===== src/swd_pkg.sv =====
// Shared types and constants for the SWD host sequencer.
// No dependencies; used by swd_step, swd_host_sequencer and swd_checker.
package swd_pkg;

  // Timing constants
  localparam int CNT_W = 8;
  localparam logic [CNT_W-1:0] LINE_RESET_LEN = 8'd60;
  localparam logic [CNT_W-1:0] IDLE_CYCLES    = 8'd8;
  localparam logic [CNT_W-1:0] SWITCH_BITS    = 8'd16;
  localparam logic [CNT_W-1:0] REQ_BITS       = 8'd8;
  localparam logic [CNT_W-1:0] ACK_BITS       = 8'd3;
  localparam logic [CNT_W-1:0] DATA_BITS      = 8'd32;
  localparam logic [15:0]      SWITCH_WORD    = 16'hE79E;

  // Command codes
  localparam logic [1:0] OP_NONE   = 2'd0;
  localparam logic [1:0] OP_XFER   = 2'd1;
  localparam logic [1:0] OP_LRESET = 2'd2;
  localparam logic [1:0] OP_JTAG   = 2'd3;

  // Acknowledge code for OK
  localparam logic [2:0] ACK_OK = 3'd1;

  typedef struct packed {
    logic [1:0]  op;
    logic        is_ap;
    logic        is_read;
    logic [1:0]  addr_bits;
    logic [31:0] write_data;
    logic        dio_in;
  } swd_in_t;

  typedef struct packed {
    logic        clock_pulse;
    logic        dio_out;
    logic        dio_drive;
    logic        done_res;
    logic        ok;
    logic [2:0]  ack;
    logic        par_err;
    logic [31:0] read_data;
  } swd_out_t;

  // Build the request byte, LSB sent first: start, APnDP, RnW, A2, A3, parity, stop, park
  function automatic logic [7:0] req_encode(input logic ap, input logic rd,
                                            input logic [1:0] addr);
    logic par;
    par = ap ^ rd ^ addr[0] ^ addr[1];
    return {1'b1, 1'b0, par, addr[1], addr[0], rd, ap, 1'b1};
  endfunction

endpackage


===== src/swd_host_sequencer.sv =====
// SWD host sequencer: one input word per SWCLK bit period, one result word per input.
// A word on in_data reaches out_data through the input register and the result
// register; out_valid rises when the accepted word moves into the result register.
// Throughput: one word per cycle while out_ready is high; step logic is combinational.
// Reset (rst_n low, synchronous): sequencer idle, line driven high, both stages empty.
// Depends on swd_pkg and swd_step.
module swd_host_sequencer (
  input  logic               clk,
  input  logic               rst_n,
  input  logic               in_valid,
  output logic               in_ready,
  input  swd_pkg::swd_in_t   in_data,
  output logic               out_valid,
  input  logic               out_ready,
  output swd_pkg::swd_out_t  out_data
);

  logic               in_valid_r;
  swd_pkg::swd_in_t   in_data_r;
  logic               out_valid_r;
  swd_pkg::swd_out_t  out_data_r;
  swd_pkg::swd_out_t  step_res;
  logic               advance;

  // Move a word into the result register when it is free or being taken
  assign advance  = in_valid_r && (!out_valid_r || out_ready);
  assign in_ready = !in_valid_r || advance;

  swd_step u_step (
    .clk     (clk),
    .rst_n   (rst_n),
    .step_en (advance),
    .item    (in_data_r),
    .res     (step_res)
  );

  // Input register
  always_ff @(posedge clk) begin
    if (!rst_n) begin
      in_valid_r <= 1'b0;
    end else if (in_ready) begin
      in_valid_r <= in_valid;
    end
  end

  always_ff @(posedge clk) begin
    if (in_valid && in_ready) begin
      in_data_r <= in_data;
    end
  end

  // Result register
  always_ff @(posedge clk) begin
    if (!rst_n) begin
      out_valid_r <= 1'b0;
    end else if (advance) begin
      out_valid_r <= 1'b1;
    end else if (out_ready) begin
      out_valid_r <= 1'b0;
    end
  end

  always_ff @(posedge clk) begin
    if (advance) begin
      out_data_r <= step_res;
    end
  end

  assign out_valid = out_valid_r;
  assign out_data  = out_data_r;

endmodule


===== src/swd_step.sv =====
// SWD bit-period sequencer: phase state and one-period next-state/result logic.
// Depends on swd_pkg for payload types, command codes and timing constants.
module swd_step (
  input  logic               clk,
  input  logic               rst_n,
  input  logic               step_en,
  input  swd_pkg::swd_in_t   item,
  output swd_pkg::swd_out_t  res
);

  typedef enum logic [3:0] {
    PH_IDLE, PH_LRESET, PH_JTAG, PH_REQ, PH_TRN1, PH_ACK, PH_FAILTRN,
    PH_RDATA, PH_RPAR, PH_RTRN, PH_WTRN, PH_WDATA, PH_WPAR, PH_TAIL
  } phase_t;

  phase_t                     phase_r, phase_nxt;
  logic [swd_pkg::CNT_W-1:0]  bit_cnt_r, bit_cnt_nxt;
  logic [swd_pkg::CNT_W-1:0]  cnt_inc;
  logic [31:0]                shift_r, shift_nxt;
  logic                       par_r, par_nxt;
  logic [2:0]                 ack_r, ack_nxt;
  logic                       rd_flag_r, rd_flag_nxt;
  logic                       line_r, line_nxt;
  logic                       drive_r, drive_nxt;
  logic [7:0]                 req_r, req_nxt;
  logic                       bit_v;
  logic                       fin_ok;

  // Work out one bit period
  always_comb begin
    phase_nxt   = phase_r;
    bit_cnt_nxt = bit_cnt_r;
    shift_nxt   = shift_r;
    par_nxt     = par_r;
    ack_nxt     = ack_r;
    rd_flag_nxt = rd_flag_r;
    line_nxt    = line_r;
    drive_nxt   = drive_r;
    req_nxt     = req_r;
    res         = '0;
    fin_ok      = 1'b0;
    bit_v       = 1'b0;

    // Take a command while idle; unused phase codes count as idle
    if (phase_r == PH_IDLE || phase_r > PH_TAIL) begin
      phase_nxt = PH_IDLE;
      if (item.op != swd_pkg::OP_NONE) begin
        bit_cnt_nxt = '0;
        drive_nxt   = 1'b1;
        case (item.op)
          swd_pkg::OP_XFER: begin
            req_nxt     = swd_pkg::req_encode(item.is_ap, item.is_read, item.addr_bits);
            rd_flag_nxt = item.is_read;
            shift_nxt   = item.write_data;
            ack_nxt     = '0;
            phase_nxt   = PH_REQ;
          end
          swd_pkg::OP_LRESET: begin
            phase_nxt = PH_LRESET;
          end
          default: begin
            phase_nxt = PH_JTAG;
          end
        endcase
      end
    end

    cnt_inc = bit_cnt_nxt + 1'b1;

    case (phase_nxt)
      PH_LRESET: begin
        line_nxt    = 1'b1;
        bit_cnt_nxt = cnt_inc;
        res.clock_pulse = 1'b1;
        res.dio_out     = 1'b1;
        res.dio_drive   = 1'b1;
        if (cnt_inc >= swd_pkg::LINE_RESET_LEN) begin
          phase_nxt    = PH_IDLE;
          res.done_res = 1'b1;
          res.ok       = 1'b1;
        end
      end
      PH_JTAG: begin
        bit_v       = swd_pkg::SWITCH_WORD[bit_cnt_nxt[3:0]];
        line_nxt    = bit_v;
        bit_cnt_nxt = cnt_inc;
        res.clock_pulse = 1'b1;
        res.dio_out     = bit_v;
        res.dio_drive   = 1'b1;
        if (cnt_inc >= swd_pkg::SWITCH_BITS) begin
          phase_nxt    = PH_IDLE;
          res.done_res = 1'b1;
          res.ok       = 1'b1;
        end
      end
      PH_REQ: begin
        bit_v       = req_nxt[bit_cnt_nxt[2:0]];
        line_nxt    = bit_v;
        bit_cnt_nxt = cnt_inc;
        if (cnt_inc >= swd_pkg::REQ_BITS) begin
          phase_nxt = PH_TRN1;
        end
        res.clock_pulse = 1'b1;
        res.dio_out     = bit_v;
        res.dio_drive   = 1'b1;
      end
      PH_TRN1: begin
        drive_nxt   = 1'b0;
        bit_cnt_nxt = '0;
        ack_nxt     = '0;
        phase_nxt   = PH_ACK;
        res.clock_pulse = 1'b1;
      end
      PH_ACK: begin
        // Sample ack LSB first
        if (bit_cnt_nxt[1:0] != 2'd3) begin
          ack_nxt[bit_cnt_nxt[1:0]] = ack_nxt[bit_cnt_nxt[1:0]] | item.dio_in;
        end
        bit_cnt_nxt = cnt_inc;
        if (cnt_inc >= swd_pkg::ACK_BITS) begin
          bit_cnt_nxt = '0;
          par_nxt     = 1'b0;
          if (ack_nxt != swd_pkg::ACK_OK) begin
            phase_nxt = PH_FAILTRN;
          end else if (rd_flag_nxt) begin
            shift_nxt = '0;
            phase_nxt = PH_RDATA;
          end else begin
            phase_nxt = PH_WTRN;
          end
        end
        res.clock_pulse = 1'b1;
      end
      PH_FAILTRN: begin
        drive_nxt    = 1'b1;
        phase_nxt    = PH_IDLE;
        res.clock_pulse = 1'b1;
        res.done_res    = 1'b1;
        res.ack         = ack_nxt;
      end
      PH_RDATA: begin
        shift_nxt[bit_cnt_nxt[4:0]] = shift_nxt[bit_cnt_nxt[4:0]] | item.dio_in;
        par_nxt     = par_nxt ^ item.dio_in;
        bit_cnt_nxt = cnt_inc;
        if (cnt_inc >= swd_pkg::DATA_BITS) begin
          phase_nxt = PH_RPAR;
        end
        res.clock_pulse = 1'b1;
      end
      PH_RPAR: begin
        par_nxt   = par_nxt ^ item.dio_in;
        phase_nxt = PH_RTRN;
        res.clock_pulse = 1'b1;
      end
      PH_RTRN: begin
        drive_nxt = 1'b1;
        res.clock_pulse = 1'b1;
        if (par_nxt) begin
          phase_nxt    = PH_IDLE;
          res.done_res = 1'b1;
          res.ack      = ack_nxt;
          res.par_err  = 1'b1;
        end else if (swd_pkg::IDLE_CYCLES == '0) begin
          fin_ok = 1'b1;
        end else begin
          bit_cnt_nxt = '0;
          phase_nxt   = PH_TAIL;
        end
      end
      PH_WTRN: begin
        drive_nxt   = 1'b1;
        bit_cnt_nxt = '0;
        par_nxt     = 1'b0;
        phase_nxt   = PH_WDATA;
        res.clock_pulse = 1'b1;
      end
      PH_WDATA: begin
        bit_v       = shift_nxt[bit_cnt_nxt[4:0]];
        par_nxt     = par_nxt ^ bit_v;
        line_nxt    = bit_v;
        bit_cnt_nxt = cnt_inc;
        if (cnt_inc >= swd_pkg::DATA_BITS) begin
          phase_nxt = PH_WPAR;
        end
        res.clock_pulse = 1'b1;
        res.dio_out     = bit_v;
        res.dio_drive   = 1'b1;
      end
      PH_WPAR: begin
        bit_v    = par_nxt;
        line_nxt = bit_v;
        res.clock_pulse = 1'b1;
        res.dio_out     = bit_v;
        res.dio_drive   = 1'b1;
        if (swd_pkg::IDLE_CYCLES == '0) begin
          fin_ok = 1'b1;
        end else begin
          bit_cnt_nxt = '0;
          phase_nxt   = PH_TAIL;
        end
      end
      PH_TAIL: begin
        line_nxt    = 1'b0;
        bit_cnt_nxt = cnt_inc;
        res.clock_pulse = 1'b1;
        res.dio_drive   = 1'b1;
        if (cnt_inc >= swd_pkg::IDLE_CYCLES) begin
          fin_ok = 1'b1;
        end
      end
      default: begin
        // Idle period: no clock, hold the line
        phase_nxt     = PH_IDLE;
        res.dio_out   = line_r;
        res.dio_drive = drive_r;
      end
    endcase

    // Close a successful sequence
    if (fin_ok) begin
      line_nxt      = 1'b0;
      drive_nxt     = 1'b1;
      phase_nxt     = PH_IDLE;
      res.done_res  = 1'b1;
      res.ok        = 1'b1;
      res.ack       = ack_nxt;
      res.read_data = rd_flag_nxt ? shift_nxt : '0;
    end
  end

  // Hold sequencer state; advance once per accepted bit period
  always_ff @(posedge clk) begin
    if (!rst_n) begin
      phase_r   <= PH_IDLE;
      bit_cnt_r <= '0;
      shift_r   <= '0;
      par_r     <= 1'b0;
      ack_r     <= '0;
      rd_flag_r <= 1'b0;
      line_r    <= 1'b1;
      drive_r   <= 1'b1;
      req_r     <= '0;
    end else if (step_en) begin
      phase_r   <= phase_nxt;
      bit_cnt_r <= bit_cnt_nxt;
      shift_r   <= shift_nxt;
      par_r     <= par_nxt;
      ack_r     <= ack_nxt;
      rd_flag_r <= rd_flag_nxt;
      line_r    <= line_nxt;
      drive_r   <= drive_nxt;
      req_r     <= req_nxt;
    end
  end

endmodule


===== config.mk =====
export PLATFORM = sky130hd
export DESIGN_NAME = swd_host_sequencer
export DESIGN_NICKNAME = d
export VERILOG_FILES = /design/src/swd_pkg.sv /design/src/swd_host_sequencer.sv /design/src/swd_step.sv
export SDC_FILE = /design/constraint.sdc
export NUM_CORES = 1
export LEC_CHECK = 0
export BUFFER_PORTS_ARGS = -buffer_cell sky130_fd_sc_hd__buf_2
export CORE_MARGIN = 2
export CORE_UTILIZATION = 25
export DETAILED_ROUTE_END_ITERATION = 16
export GPL_TIMING_DRIVEN = 0
export PLACE_DENSITY_LB_ADDON = 0.3
export SETUP_SLACK_MARGIN = 0.5
export SLEW_MARGIN = 15
export SYNTH_ARGS = -nofsm -noshare
export SYNTH_HDL_FRONTEND = slang
export SYNTH_SLANG_ARGS = --single-unit

===== constraint.sdc =====
create_clock -name clk -period 4 [get_ports clk]
set_input_delay 0 -clock clk [delete_from_list [all_inputs] [get_ports clk]]
set_output_delay 0 -clock clk [all_outputs]
set_load 0.03 [all_outputs]

==> metrics.md <==
| Metric | Value |
|---|---|
| Result of the run | finished with violations |
| Violations in the final reports | setup timing |
| Cells after Synth | slightly above 900 |
| Initial Utilization | 25.2% |
| GR Overflow Total | 0 |
| Setup crit start kind | flip-flop |
| Yosys warning count | 0 |
| Most frequent CP cell | buf_6 |
| Root Buffer | clkbuf_16 |
| Nets | roughly 1200 |
| Number of synthesized flops with an enable pin | 80 |
| Pre-CTS setup slack | -1020 ps |
| Iter 0 DRT Violations | 1043 |
| #FFs+latches synth | around 140 |
| Yosys cell types | 76 |
| Crit-path cells | buf_6 -> or4_4 -> buf_6 -> a21o_4 -> clkbuf_16 -> clkbuf_16 -> and2_4 -> ha_4 -> buf_8 -> clkinv_8 -> nand2_4 -> a22o_1 -> a222oi_1 -> buf_4 -> buf_6 -> a31oi_4 -> buf_4 -> nor2_4 -> o22ai_4 -> nor2b_1 |
| Tmin final | between 4000 and 5000 ps |
| WP buf/inv | 9 |
| Routed length per instance | about 22 µm |
| Routed Antenna Nets | 0 |
| Crit-path leading delay family | buffers and inverters |
| Peak VDD IR | roughly 0.00028 V |
| Cell Area, Synth | around 8000 µm² |
| RSZ-0062 raised after global routing | true |
| PD cells | ~350 nW/µm² |
| Vias in the first global route | around 8000 |
| CP peak stage delay | around 540 ps |
| Global Route Usage Sum | between 10% and 20% |
| Largest net degree at the start of global routing | 51 |
| Vias | roughly 8700 |
| CORE AREA | 31400 µm² |
| Rows | between 60 and 70 |
| Gpl congestion | around 1.0 |
| WL final | ~34000 µm |
| Final hold violation count | 0 |
| I/O Pins | 86 |
| FMAX | roughly 240 MHz |
| Max Cap Violations | 0 |
| Leak pwr | 4.12 nW |
| WP data arrival | 4290 ps |
| H-tree Lvls | 4 |
| Clk_lat worst skew | 450 ps |
| Finish-stage setup viols | 23 |
| Ys async rst share | 0% |
| Critical-path top delay cell | or4_4 |
| Initial antenna violation count | 1 |
| Setup slack after layout | -102 ps |
| Worst-margin pin slew | a little under 1000 ps |
| Deepest clock path buffer count | 2 |
| Layout cells sized above 1 | 33.1% |
| Fillers | 3141 |
| Dominant synthesized flop cell | edfxtp_1 |
| Final Total Pwr | about 0.0041 W |
| Leading cell type in the layout, fill and taps excluded | nor2_1 |
| Crit path required time | around 4200 ps |
| Routed vias/inst | ~5.5 |
| Port bufs | 85 |
| Area delta synth->final | 49.6% |
| Die W | 182 µm |
| Clk_skew | around 15 ps |
| Final period utilization | 103% |
| Post-Layout Cell Count | around 1600 |
| Core Util, Final | a little under two fifths |
| Hold WC Path Type | primary input to flip-flop |
| Seq/Total Area, Yosys | a little under half |
| Post-Place Cells | between 1000 and 1500 |
| Syn avg cell area | between 8 and 9 µm² |
| Syn nets | between 900 and 1000 |
| Wire length of the first global-routing pass | a little under 50000 µm |
| Die ar. | approximately 33000 µm² |
| CTS buffer count | 17 |
| Kind of critical path | flip-flop to flip-flop |
| Detail Placement HPWL | roughly 23000 µm |
| Die Ht | 182 µm |
| CTS tree | yes |
| Min Hold Slack | about 43 ps |
| CP max FO | 8 |
| Drt pass-1 iters | 8 |
| Rel. slew slack | 33.7% |
| Commonest non-fill, non-tap cells in the layout | 107 x nor2_1, 95 x nand2_1, 86 x buf_2, 80 x edfxtp_1, 61 x o21ai_0 |
| Reg2reg setup slack | -100 ps |
| Drc violations | 0 |
| Clock-pin slew on the worst setup and hold paths | 70 ps |
| Clk sink count | 141 |
| Slew Limit Fails | 0 |
| CP endpoint kind | flip-flop |
cell type report:
cell class | instances | area [µm²] | area share, %
timing repair buffer | 209 | 1640 | 13.8
antenna | 1 | 2.50 | 0.0211
tap | 402 | 503 | 4.24
clock buffer | 19 | 453 | 3.82
clock inverter | 13 | 155 | 1.31
sequential | 141 | 3630 | 30.6
inverter | 25 | 121 | 1.02
buffer | 69 | 546 | 4.60
multi-input combinational | 690 | 4810 | 40.6
power breakdown:
group          switching [W]  leakage, nW  internal (W)  total, W
Sequential         0.0000449         1.24       0.00161   0.00165
Combinational       0.000465         2.59      0.000311  0.000776
Clock               0.000717        0.294      0.000966   0.00168
synth_stat cells (10+ instances only):
cell	n	area, µm²
nor2_1	119	447
nand2_1	104	390
a21oi_1	95	475
edfxtp_1	80	2400
o21ai_0	73	365
dfxtp_1	61	1220
clkbuf_1	52	195
nand3_1	38	190
a31oi_1	22	138
inv_1	22	82.6
mux2i_1	20	200
nor3_1	16	80.1
o22ai_1	14	87.6
nor2b_1	13	81.3
o21ai_1	11	55.1
and3_1	10	62.6
registers in the layout, indices dropped and copies added, names as in the netlist:
signal	count
u_step.rd_flag_r	1
u_step.par_r	1
u_step.line_r	1
u_step.ack_r	3
u_step.shift_r	32
out_data	41
out_valid	1
u_step.drive_r	1
in_data_r	39
u_step.phase_r	4
u_step.req_r	8
u_step.bit_cnt_r	8
in_valid_r	1
path summary, 6_finish.rpt:
check,from,endpoint,cells after the start
setup / recovery,u_step.phase_r[1],out_data[17],20
hold / removal,rst_n,u_step.shift_r[6],3
setup reg to reg,u_step.phase_r[1],out_data[17],20
hold reg to reg,u_step.req_r[2],u_step.req_r[2],2
repair_timing:
action,in CTS,in global routing
pin swaps,50,66
hold endpoints to repair,41,0
hold buffers,42,0
setup endpoints to repair,86,85
cloned,1,1
setup buffers,49,30
gates resized for setup,155,118
stage by stage:
step                TNS, ps  cell area, µm²
global route          -3630           11900
finish                 -820           11900
global placement     -60910            8980
CTS                    -125           11100
floorplan                 0            8050
detailed placement   -42280            9000
routing by layer:
metal  track usage (%)  part of all wire [%]  vias up
met2              30.4                    44      509
met3              4.69                   9.2       86
met4              8.61                   3.4        0
met5                 0                     0        -
met1              27.0                    44     4201
li1                  -                     -     3864
worst reg2reg max path: stages, from the launching register on:
cell       delay [ps]
dfxtp_2           320
buf_6             110
or4_4             540
buf_6             140
a21o_4            230
clkbuf_16         170
clkbuf_16         140
and2_4            150
ha_4              150
buf_8             130
clkinv_8           60
nand2_4            40
a22o_1            230
a222oi_1          390
buf_4             190
buf_6             100
a31oi_4           180
buf_4             230
nor2_4             90
o22ai_4           100
nor2b_1           160
logic make-up (layout without fill, tap and decap cells):
| group | after synthesis | in the layout | share of synthesized area [%] |
|---|---|---|---|
| AND/OR/NAND/NOR | 342 | 342 | 19.5 |
| AO/OA/AOI/OAI | 309 | 309 | 24.6 |
| flip-flops | 141 | 141 | 45.7 |
| buffers and inverters | 94 | 335 | 5.02 |
| multiplexers | 22 | 22 | 2.81 |
| adder cells (fa/ha/maj) | 9 | 9 | 1.42 |
| XOR/XNOR | 8 | 8 | 0.884 |
| other | 0 | 1 | 0 |
Note: power is estimated with default switching activity, not from simulation.
